--- src/rtl/ftre_pkg.sv ---
// shared types and constants for the frame timestamp rollover extender
`timescale 1ns / 1ps
`default_nettype none
package ftre_pkg;

  localparam int DATA_W        = 64;
  localparam int FREQ_W        = 30;
  localparam int RTT_W         = 32;
  localparam int PROD_W        = DATA_W + FREQ_W;
  localparam int CNT_W         = $clog2(PROD_W);
  localparam int MBIT_W        = $clog2(FREQ_W);
  localparam int CFG_IDX_W     = 2;
  localparam int WRAP_BITS_DEF = 32;

  localparam logic [FREQ_W-1:0] DEVICE_HZ_RESET = FREQ_W'(1000);
  localparam logic [FREQ_W-1:0] FRAME_HZ_RESET  = FREQ_W'(1000000);
  localparam logic [FREQ_W-1:0] MS_PER_S        = FREQ_W'(1000);
  localparam logic [FREQ_W-1:0] US_PER_S        = FREQ_W'(1000000);
  localparam logic [DATA_W-1:0] NEAR_START_MS   = DATA_W'(50);

  localparam logic [CFG_IDX_W-1:0] REG_DEVICE_HZ = CFG_IDX_W'(0);
  localparam logic [CFG_IDX_W-1:0] REG_FRAME_HZ  = CFG_IDX_W'(1);

  localparam logic MODE_CLEAR = 1'b1;

  typedef enum logic [1:0] {
    OP_MAG   = 2'd0,
    OP_PREV  = 2'd1,
    OP_BASE  = 2'd2,
    OP_STAMP = 2'd3
  } op_t;

  typedef struct packed {
    logic capture;
    logic clear;
    logic start;
    op_t  op;
    logic take_mag;
    logic take_prev;
    logic take_diff;
    logic take_renew;
    logic take_base;
    logic commit;
    logic push;
  } cmd_t;

  typedef struct packed {
    logic done;
    logic renew;
    logic out_free;
  } stat_t;

endpackage
`default_nettype wire

--- src/rtl/ftre_muldiv.sv ---
// serial multiply then restoring divide: q = sat64(floor(x * m / d))
`timescale 1ns / 1ps
`default_nettype none
module ftre_muldiv (
  input  wire logic                       clk,
  input  wire logic                       rst,
  input  wire logic                       start,
  input  wire logic [ftre_pkg::DATA_W-1:0] x,
  input  wire logic [ftre_pkg::FREQ_W-1:0] m,
  input  wire logic [ftre_pkg::FREQ_W-1:0] d,
  output logic                            done,
  output logic [ftre_pkg::DATA_W-1:0]      q
);
  import ftre_pkg::*;

  typedef enum logic [2:0] {
    MD_IDLE = 3'b001,
    MD_MUL  = 3'b010,
    MD_DIV  = 3'b100
  } md_state_t;

  md_state_t         state;
  logic [PROD_W-1:0] acc;
  logic [FREQ_W-1:0] rem;
  logic [CNT_W-1:0]  cnt;
  logic [DATA_W-1:0] xr;
  logic [FREQ_W-1:0] mr;
  logic [FREQ_W-1:0] dr;
  logic [FREQ_W:0]   trial;
  logic [FREQ_W:0]   trial_sub;
  logic              ge;

  assign trial     = {rem, acc[PROD_W-1]};
  assign trial_sub = trial - {1'b0, dr};
  assign ge        = trial >= {1'b0, dr};
  assign q         = (|acc[PROD_W-1:DATA_W]) ? '1 : acc[DATA_W-1:0];

  always_ff @(posedge clk) begin
    if (rst) begin
      state <= MD_IDLE;
      done  <= 1'b0;
    end else begin
      done <= 1'b0;
      unique case (state)
        MD_IDLE: begin
          if (start) begin
            state <= MD_MUL;
          end
        end
        MD_MUL: begin
          if (cnt == '0) begin
            state <= MD_DIV;
          end
        end
        MD_DIV: begin
          if (cnt == '0) begin
            state <= MD_IDLE;
            done  <= 1'b1;
          end
        end
        default: state <= MD_IDLE;
      endcase
    end
  end

  always_ff @(posedge clk) begin
    unique case (state)
      MD_IDLE: begin
        if (start) begin
          xr  <= x;
          mr  <= m;
          dr  <= d;
          acc <= '0;
          cnt <= CNT_W'(FREQ_W - 1);
        end
      end
      MD_MUL: begin
        // msb-first shift and add
        acc <= {acc[PROD_W-2:0], 1'b0}
             + (mr[cnt[MBIT_W-1:0]] ? {{FREQ_W{1'b0}}, xr} : '0);
        if (cnt == '0) begin
          cnt <= CNT_W'(PROD_W - 1);
          rem <= '0;
        end else begin
          cnt <= cnt - 1'b1;
        end
      end
      MD_DIV: begin
        rem <= ge ? trial_sub[FREQ_W-1:0] : trial[FREQ_W-1:0];
        acc <= {acc[PROD_W-2:0], ge};
        if (cnt != '0) begin
          cnt <= cnt - 1'b1;
        end
      end
      default: ;
    endcase
  end

endmodule
`default_nettype wire

--- src/rtl/ftre_datapath.sv ---
// state, operand selection, decision logic and output register
`timescale 1ns / 1ps
`default_nettype none
module ftre_datapath #(
  parameter int WRAP_BITS = ftre_pkg::WRAP_BITS_DEF
) (
  input  wire logic                          clk,
  input  wire logic                          rst,
  input  wire logic                          cfg_we,
  input  wire logic [ftre_pkg::CFG_IDX_W-1:0] cfg_index,
  input  wire logic [ftre_pkg::FREQ_W-1:0]    cfg_data,
  input  wire logic [ftre_pkg::DATA_W-1:0]    raw_ticks,
  input  wire logic [ftre_pkg::DATA_W-1:0]    host_ms,
  input  wire logic [ftre_pkg::DATA_W-1:0]    device_time,
  input  wire logic [ftre_pkg::RTT_W-1:0]     round_trip,
  input  wire ftre_pkg::cmd_t                 cmd,
  output ftre_pkg::stat_t                     stat,
  input  wire logic                          out_stall,
  output logic                               out_valid,
  output logic [ftre_pkg::DATA_W-1:0]         stamp_us,
  output logic                               base_renewed
);
  import ftre_pkg::*;

  localparam logic [DATA_W-1:0] WRAP     = DATA_W'(1) << WRAP_BITS;
  localparam logic [DATA_W-1:0] LOW_MASK = WRAP - DATA_W'(1);

  logic [FREQ_W-1:0] dev_hz;
  logic [FREQ_W-1:0] frm_hz;
  logic [FREQ_W-1:0] fhz;
  logic [FREQ_W-1:0] dhz;

  logic [DATA_W-1:0] prev_raw;
  logic [DATA_W-1:0] prev_host;
  logic [DATA_W-1:0] base;

  logic [DATA_W-1:0] cur_raw;
  logic [DATA_W-1:0] cur_host;
  logic [DATA_W-1:0] sum;
  logic              dec;
  logic [DATA_W-1:0] mag;
  logic [DATA_W-1:0] host_d;
  logic [DATA_W-1:0] src_ms;
  logic [DATA_W-1:0] prev_ms;
  logic [DATA_W:0]   diff;
  logic              renewed;

  logic [DATA_W-1:0] md_x;
  logic [FREQ_W-1:0] md_m;
  logic [FREQ_W-1:0] md_d;
  logic              md_done;
  logic [DATA_W-1:0] md_q;

  logic [DATA_W-1:0] half_rtt;
  logic [DATA_W:0]   sum_wide;
  logic [DATA_W-1:0] mag_sat;
  logic [DATA_W-1:0] ticks;
  logic              ahead;
  logic [DATA_W-1:0] base_next;

  assign fhz = (frm_hz == '0) ? FREQ_W'(1) : frm_hz;
  assign dhz = (dev_hz == '0) ? FREQ_W'(1) : dev_hz;

  assign half_rtt = DATA_W'(round_trip >> 1);
  assign sum_wide = {1'b0, device_time} + {1'b0, half_rtt};
  assign mag_sat  = md_q[DATA_W-1] ? {1'b0, {(DATA_W-1){1'b1}}} : md_q;
  assign ticks    = (base & ~LOW_MASK) | (cur_raw & LOW_MASK);
  assign ahead    = !diff[DATA_W] && (diff[DATA_W-1:0] >= {1'b0, prev_ms[DATA_W-1:1]});

  // drop back one wrap when the base's low part is not above the raw value and the base exceeds one wrap
  assign base_next = ((md_q & LOW_MASK) <= cur_raw && md_q > WRAP) ? md_q - WRAP : md_q;

  always_comb begin
    unique case (cmd.op)
      OP_MAG:   begin md_x = mag;      md_m = MS_PER_S; md_d = fhz; end
      OP_PREV:  begin md_x = prev_raw; md_m = MS_PER_S; md_d = fhz; end
      OP_BASE:  begin md_x = sum;      md_m = fhz;      md_d = dhz; end
      OP_STAMP: begin md_x = ticks;    md_m = US_PER_S; md_d = fhz; end
      default:  begin md_x = mag;      md_m = MS_PER_S; md_d = fhz; end
    endcase
  end

  ftre_muldiv u_muldiv (
    .clk   (clk),
    .rst   (rst),
    .start (cmd.start),
    .x     (md_x),
    .m     (md_m),
    .d     (md_d),
    .done  (md_done),
    .q     (md_q)
  );

  assign stat.done     = md_done;
  assign stat.renew    = (base == '0)
                       || ((dec || ahead) && (cur_raw != '0 || prev_raw != '0))
                       || (prev_ms <= NEAR_START_MS);
  assign stat.out_free = !out_valid || !out_stall;

  always_ff @(posedge clk) begin
    if (rst) begin
      dev_hz    <= DEVICE_HZ_RESET;
      frm_hz    <= FRAME_HZ_RESET;
      prev_raw  <= '0;
      prev_host <= '0;
      base      <= '0;
      out_valid <= 1'b0;
    end else begin
      if (cfg_we && cfg_index == REG_DEVICE_HZ) begin
        dev_hz <= cfg_data;
      end
      if (cfg_we && cfg_index == REG_FRAME_HZ) begin
        frm_hz <= cfg_data;
      end
      if (cmd.clear) begin
        prev_raw  <= '0;
        prev_host <= '0;
        base      <= '0;
      end
      if (cmd.take_base) begin
        base <= base_next;
      end
      if (cmd.commit) begin
        prev_raw  <= cur_raw;
        prev_host <= cur_host;
      end
      if (cmd.push) begin
        out_valid <= 1'b1;
      end else if (!out_stall) begin
        out_valid <= 1'b0;
      end
    end
  end

  always_ff @(posedge clk) begin
    if (cmd.capture) begin
      cur_raw  <= raw_ticks;
      cur_host <= host_ms;
      dec      <= raw_ticks < prev_raw;
      mag      <= (raw_ticks < prev_raw) ? prev_raw - raw_ticks : raw_ticks - prev_raw;
      host_d   <= host_ms - prev_host;
      sum      <= sum_wide[DATA_W] ? '1 : sum_wide[DATA_W-1:0];
    end
    if (cmd.take_mag) begin
      src_ms <= dec ? -mag_sat : mag_sat;
    end
    if (cmd.take_prev) begin
      prev_ms <= md_q;
    end
    if (cmd.take_diff) begin
      diff <= {host_d[DATA_W-1], host_d} - {src_ms[DATA_W-1], src_ms};
    end
    if (cmd.take_renew) begin
      renewed <= stat.renew;
    end
    if (cmd.push) begin
      stamp_us     <= md_q;
      base_renewed <= renewed;
    end
  end

endmodule
`default_nettype wire

--- src/rtl/ftre_ctrl.sv ---
// sequencer for one frame item: conversions, decision, result hand-off
`timescale 1ns / 1ps
`default_nettype none
module ftre_ctrl (
  input  wire logic            clk,
  input  wire logic            rst,
  input  wire logic            in_valid,
  input  wire logic            mode,
  output logic                 in_stall,
  input  wire ftre_pkg::stat_t stat,
  output ftre_pkg::cmd_t       cmd
);
  import ftre_pkg::*;

  typedef enum logic [11:0] {
    S_IDLE       = 12'b000000000001,
    S_MAG_GO     = 12'b000000000010,
    S_MAG_WAIT   = 12'b000000000100,
    S_PREV_GO    = 12'b000000001000,
    S_PREV_WAIT  = 12'b000000010000,
    S_DIFF       = 12'b000000100000,
    S_EVAL       = 12'b000001000000,
    S_BASE_GO    = 12'b000010000000,
    S_BASE_WAIT  = 12'b000100000000,
    S_STAMP_GO   = 12'b001000000000,
    S_STAMP_WAIT = 12'b010000000000,
    S_PUSH       = 12'b100000000000
  } state_t;

  state_t state;
  state_t state_next;

  assign in_stall = (state != S_IDLE);

  always_comb begin
    cmd        = '0;
    cmd.op     = OP_MAG;
    state_next = state;
    unique case (state)
      S_IDLE: begin
        if (in_valid) begin
          if (mode == MODE_CLEAR) begin
            cmd.clear = 1'b1;
          end else begin
            cmd.capture = 1'b1;
            state_next  = S_MAG_GO;
          end
        end
      end
      S_MAG_GO: begin
        cmd.start  = 1'b1;
        state_next = S_MAG_WAIT;
      end
      S_MAG_WAIT: begin
        if (stat.done) begin
          cmd.take_mag = 1'b1;
          state_next   = S_PREV_GO;
        end
      end
      S_PREV_GO: begin
        cmd.op     = OP_PREV;
        cmd.start  = 1'b1;
        state_next = S_PREV_WAIT;
      end
      S_PREV_WAIT: begin
        if (stat.done) begin
          cmd.take_prev = 1'b1;
          state_next    = S_DIFF;
        end
      end
      S_DIFF: begin
        cmd.take_diff = 1'b1;
        state_next    = S_EVAL;
      end
      S_EVAL: begin
        cmd.take_renew = 1'b1;
        state_next     = stat.renew ? S_BASE_GO : S_STAMP_GO;
      end
      S_BASE_GO: begin
        cmd.op     = OP_BASE;
        cmd.start  = 1'b1;
        state_next = S_BASE_WAIT;
      end
      S_BASE_WAIT: begin
        cmd.op = OP_BASE;
        if (stat.done) begin
          cmd.take_base = 1'b1;
          state_next    = S_STAMP_GO;
        end
      end
      S_STAMP_GO: begin
        cmd.op     = OP_STAMP;
        cmd.start  = 1'b1;
        cmd.commit = 1'b1;
        state_next = S_STAMP_WAIT;
      end
      S_STAMP_WAIT: begin
        cmd.op = OP_STAMP;
        if (stat.done) begin
          state_next = S_PUSH;
        end
      end
      S_PUSH: begin
        // wait for the output register to free up
        if (stat.out_free) begin
          cmd.push   = 1'b1;
          state_next = S_IDLE;
        end
      end
      default: state_next = S_IDLE;
    endcase
  end

  always_ff @(posedge clk) begin
    if (rst) begin
      state <= S_IDLE;
    end else begin
      state <= state_next;
    end
  end

endmodule
`default_nettype wire

--- src/rtl/frame_timestamp_rollover_extend.sv ---
// top level of the frame timestamp rollover extender
//
//   channel  direction  handshake           payload
//   cfg      in         cfg_we              cfg_index, cfg_data
//   in       in         in_valid, in_stall  mode, raw_ticks, host_ms, device_time, round_trip
//   out      out        out_valid, out_stall stamp_us, base_renewed
//
// a frame item runs three conversions on one shared serial multiply-divide unit, or four
// when the base is renewed; each takes 30 multiply steps plus 94 divide steps.
// a clear item is taken while the block stays idle and gives no result.
// synchronous reset restores the clock registers and zeroes the kept previous values and base.
// a stalled result sits in the output register while the next item is taken.
`timescale 1ns / 1ps
`default_nettype none
module frame_timestamp_rollover_extend #(
  parameter int WRAP_BITS = ftre_pkg::WRAP_BITS_DEF
) (
  input  wire logic                          clk,
  input  wire logic                          rst,
  input  wire logic                          cfg_we,
  input  wire logic [ftre_pkg::CFG_IDX_W-1:0] cfg_index,
  input  wire logic [ftre_pkg::FREQ_W-1:0]    cfg_data,
  input  wire logic                          in_valid,
  output logic                               in_stall,
  input  wire logic                          mode,
  input  wire logic [ftre_pkg::DATA_W-1:0]    raw_ticks,
  input  wire logic [ftre_pkg::DATA_W-1:0]    host_ms,
  input  wire logic [ftre_pkg::DATA_W-1:0]    device_time,
  input  wire logic [ftre_pkg::RTT_W-1:0]     round_trip,
  output logic                               out_valid,
  input  wire logic                          out_stall,
  output logic [ftre_pkg::DATA_W-1:0]         stamp_us,
  output logic                               base_renewed
);
  import ftre_pkg::*;

  cmd_t  cmd;
  stat_t stat;

  ftre_ctrl u_ctrl (
    .clk      (clk),
    .rst      (rst),
    .in_valid (in_valid),
    .mode     (mode),
    .in_stall (in_stall),
    .stat     (stat),
    .cmd      (cmd)
  );

  ftre_datapath #(
    .WRAP_BITS (WRAP_BITS)
  ) u_datapath (
    .clk          (clk),
    .rst          (rst),
    .cfg_we       (cfg_we),
    .cfg_index    (cfg_index),
    .cfg_data     (cfg_data),
    .raw_ticks    (raw_ticks),
    .host_ms      (host_ms),
    .device_time  (device_time),
    .round_trip   (round_trip),
    .cmd          (cmd),
    .stat         (stat),
    .out_stall    (out_stall),
    .out_valid    (out_valid),
    .stamp_us     (stamp_us),
    .base_renewed (base_renewed)
  );

endmodule
`default_nettype wire

--- config.mk ---
export PLATFORM = sky130hd
export DESIGN_NAME = frame_timestamp_rollover_extend
export DESIGN_NICKNAME = d
export VERILOG_FILES = /design/src/rtl/ftre_pkg.sv /design/src/rtl/ftre_muldiv.sv /design/src/rtl/ftre_datapath.sv /design/src/rtl/ftre_ctrl.sv /design/src/rtl/frame_timestamp_rollover_extend.sv
export SDC_FILE = /design/constraint.sdc
export NUM_CORES = 2
export LEC_CHECK = 0
export CELL_PAD_IN_SITES_DETAIL_PLACEMENT = 0
export CELL_PAD_IN_SITES_GLOBAL_PLACEMENT = 1
export CORE_UTILIZATION = 30
export DETAILED_ROUTE_END_ITERATION = 8
export DONT_BUFFER_PORTS = 1
export HOLD_SLACK_MARGIN = 0.12
export MAX_ROUTING_LAYER = met4
export PLACE_DENSITY_LB_ADDON = 0.1
export SLEW_MARGIN = 20
export SYNTH_ARGS = -nofsm -noshare
export SYNTH_HDL_FRONTEND = slang
export SYNTH_HIERARCHICAL = 1
export SYNTH_SLANG_ARGS = --single-unit
--- constraint.sdc ---
create_clock -name clk -period 20.3 [get_ports clk]
set_clock_uncertainty 0.15 [all_clocks]
set_input_delay 0 -clock clk [delete_from_list [all_inputs] [get_ports clk]]
set_output_delay 0 -clock clk [all_outputs]
set_load 0.1 [all_outputs]
==> qor.txt <==
Die X: 484.5 um
gr ovfl total: 0
kind of critical path: flop to flop
Hold Vio Cnt, Final: 0
num ports: 329
most frequent cell after synthesis: edfxtp_1
Worst-path clk slew: 0.06 ns
H-tree depth: 4
Synth top area share: 35.90%
initial antenna violation count: 24
largest net degree at the start of global routing: 233
DR iter-0 viols: 4,514
Core Region: 230,800 um2
final routed DRC violation total: 0
min-delay src: device_time[30]
critical path launch point type: flop
Synth cell types: 117
cell count of the worst reg-to-reg path: 15
drt wl/cell: 24.26 um
Synth area leaders: edfxtp_1 36%, ha_1 8.5%, dfxtp_1 7.7%
most frequently used flop master after synthesis: edfxtp_1
Detailed Route WL: 265.7 mm
maximum clock frequency: 0.1373 GHz
Vias: 58,210
Synth area leader: edfxtp_1
reg-to-reg critical path endpoint: u_datapath/src_ms[60]
HP Class: input pin to flop
yosys warns: 6
syn nets: 8,113
max-slew violations: 0
hold path cells: 4
CTS buffer count: 142
die area: 234,800 um2
Post-synth EDFFs: 835
register area share after synthesis: 43.61%
setup violators final: 0
IO Port Bufs: 0
worst slew pin tran: 1.179 ns
reg2reg start: u_datapath/u_muldiv/acc[84]
TritonCTS Sinks: 1,104
clock latency on the worst-skew pair: 0.80 ns
CP arrival: 7.68 ns
Area growth, synth to finish: 19.59%
Power Total: 6409 uW
routability cong.: 0.9080
syn_area_per_cell: 9.481 um2
share of post-route cells with drive strength above 1: 6.545%
Peak supply drop: 62.61 uV
Final Util: 36.19%
dpl hpwl: 201.1 mm
die height: 484.5 um
Tmin final: 7.285 ns
crit-path max FO: 45
Placed Area: 72,890 um2
Final ANT Viol Nets: 0
Sum Neg Setup Slack: 0 ns
FF-to-FF setup slack: 13.02 ns
Leakage Power: 0.03078 uW
ys async rst share: 0%
CTS tree: done
area of the mapped netlist: 69,850 um2
most frequent cells after synthesis: 835 x edfxtp_1, 768 x a21oi_1, 660 x nand2_1, 565 x nor2_1, 518 x inv_1
outcome: finished, final reports clean
period utilization: 35.89%
Starting Density: 30.27%
Max-Cap Viols: 0
Pwr Density: 76.73 nW/um2
# nets final: 8,539
vias in the first global route: 57,450
All-Layer GR Usage: 22.74%
Slew headroom: 21.12%
root buffer cell: clkbuf_16
Pre-Repair DR Iteration Count: 5
first-pass GRT wire length: 388.3 mm
Crit path required time: 20.70 ns
setup ws final: 13.02 ns
Clock Path Buffers: 3
Cell Rows: 176
Vias/cell: 5.315
synthesis-stage register bit count: 1,104
hold path endpoint: u_datapath/sum[63]
crit path capture type: flop
Post-Syn Instances: 7,367
pre-CTS WS: 13.27 ns
RSZ-0062 raised after global routing: false
Final Instance Area: 83,530 um2
==> timing repair <==
item | in CTS | in global routing
setup endpoints to repair | 0 | 0
endpoints found under the hold margin | 793 | 0
hold buffers | 571 | 0
resized for setup | 0 | 0
setup buffers | 0 | 0
==> cells by family (layout without fill, tap and decap cells) <==
logic type                 Yosys count  in the layout  synth area share, %
AOI/OAI and AO/OA                 1973           1973                17.54
DFF                               1104           1104                43.61
adders and majority gates          484            484                8.745
buffers and inverters              887           1434                4.919
xor gates and xnor gates           377            377                4.727
and+or+nand+nor                   2390           2390                16.91
muxes                              152            152                3.550
other                                0             12                    0
==> where the power goes <==
part	total [uW]	internal, uW	switching, uW
Clock	2610	1560	1060
Combinational	1120	425	692
Sequential	2680	2600	81.6
==> how the worst max path moves through the flow <==
| stage | startpoint | endpoint | slack, ns | cells after the start |
|---|---|---|---|---|
| finish | u_datapath/u_muldiv/acc[84] | u_datapath/src_ms[60] | 13.02 | 15 |
| floorplan | u_ctrl/state[8] | u_datapath/u_muldiv/cnt[0] | 3.13 | 8 |
| CTS | u_datapath/u_muldiv/acc[84] | u_datapath/src_ms[60] | 13.20 | 15 |
| detailed placement | u_datapath/u_muldiv/acc[84] | u_datapath/src_ms[60] | 13.27 | 15 |
| global placement | u_datapath/u_muldiv/acc[84] | u_datapath/src_ms[60] | 13.31 | 15 |
| global route | u_datapath/u_muldiv/acc[84] | u_datapath/src_ms[60] | 12.69 | 15 |
==> state kept, by name, summed over array words and instances, names as in the netlist, 3 cells and up <==
| name | cells |
|---|---|
| u_ctrl/state | 12 |
| u_datapath/base | 64 |
| u_datapath/cur_host | 64 |
| u_datapath/cur_raw | 64 |
| u_datapath/dev_hz | 30 |
| u_datapath/diff | 65 |
| u_datapath/frm_hz | 30 |
| u_datapath/host_d | 64 |
| u_datapath/mag | 64 |
| u_datapath/prev_host | 64 |
| u_datapath/prev_ms | 64 |
| u_datapath/prev_raw | 64 |
| u_datapath/src_ms | 64 |
| u_datapath/stamp_us | 64 |
| u_datapath/sum | 64 |
| u_datapath/u_muldiv/acc | 94 |
| u_datapath/u_muldiv/cnt | 7 |
| u_datapath/u_muldiv/dr | 30 |
| u_datapath/u_muldiv/mr | 30 |
| u_datapath/u_muldiv/rem | 30 |
| u_datapath/u_muldiv/state | 3 |
| u_datapath/u_muldiv/xr | 64 |
==> routing by layer <==
metal / global-route usage (%) / share of wire, % / vias to the layer above
met4: 6.136 / 2.8 / 0
met5: - / 0 / -
met3: 3.477 / 5.1 / 317
li1: - / - / 27850
met2: 34.04 / 44 / 1417
met1: 31.67 / 48 / 28630
==> worst max-delay path, cell delays in order, from the launching register on <==
cell and delay (ns):
edfxtp_1 0.50, nor4_1 0.45, nand4_1 0.79, buf_4 0.56, or3_1 0.71, nor2_1 0.26
ha_1 0.21, and2_1 0.16, nand2_1 0.16, nor3_1 0.59, nand3_1 0.41, nor4_2 0.52
nand4_1 0.29, or4_1 0.55, o21ai_0 0.26, xor2_1 0.39
==> through the flow <==
step	std cells	hold WS (ns)
after floorplan	7367	-0.07762
after global placement	10100	-0.05099
after detailed placement	10100	-0.05101
after CTS	10940	0.1204
after global routing	10950	0.1832
final	10950	0.1580
==> final cells by class <==
class	count	area, um2
flip-flops and latches	1104	30460
inverters	521	1956
fillers	23490	147300
clock buffers	185	3984
diodes	12	30.03
multi-input cells	5376	36120
clock inverters	80	829.5
well taps	3026	3786
repair buffers	648	6366
==> placed cells by master, fill, tap and decap left out, types with 179 or more instances in the layout <==
master | netlist | routed
edfxtp_1 | 835 | 835
a21oi_1 | 768 | 768
nand2_1 | 660 | 659
dlygate4sd3_1 | 0 | 569
nor2_1 | 565 | 560
inv_1 | 518 | 518
ha_1 | 477 | 477
o21ai_0 | 381 | 380
dfxtp_1 | 269 | 269
a21o_1 | 237 | 237
nor3_1 | 211 | 210
xnor2_1 | 198 | 197
xor2_1 | 179 | 179
(Power assumes the default switching activity.)
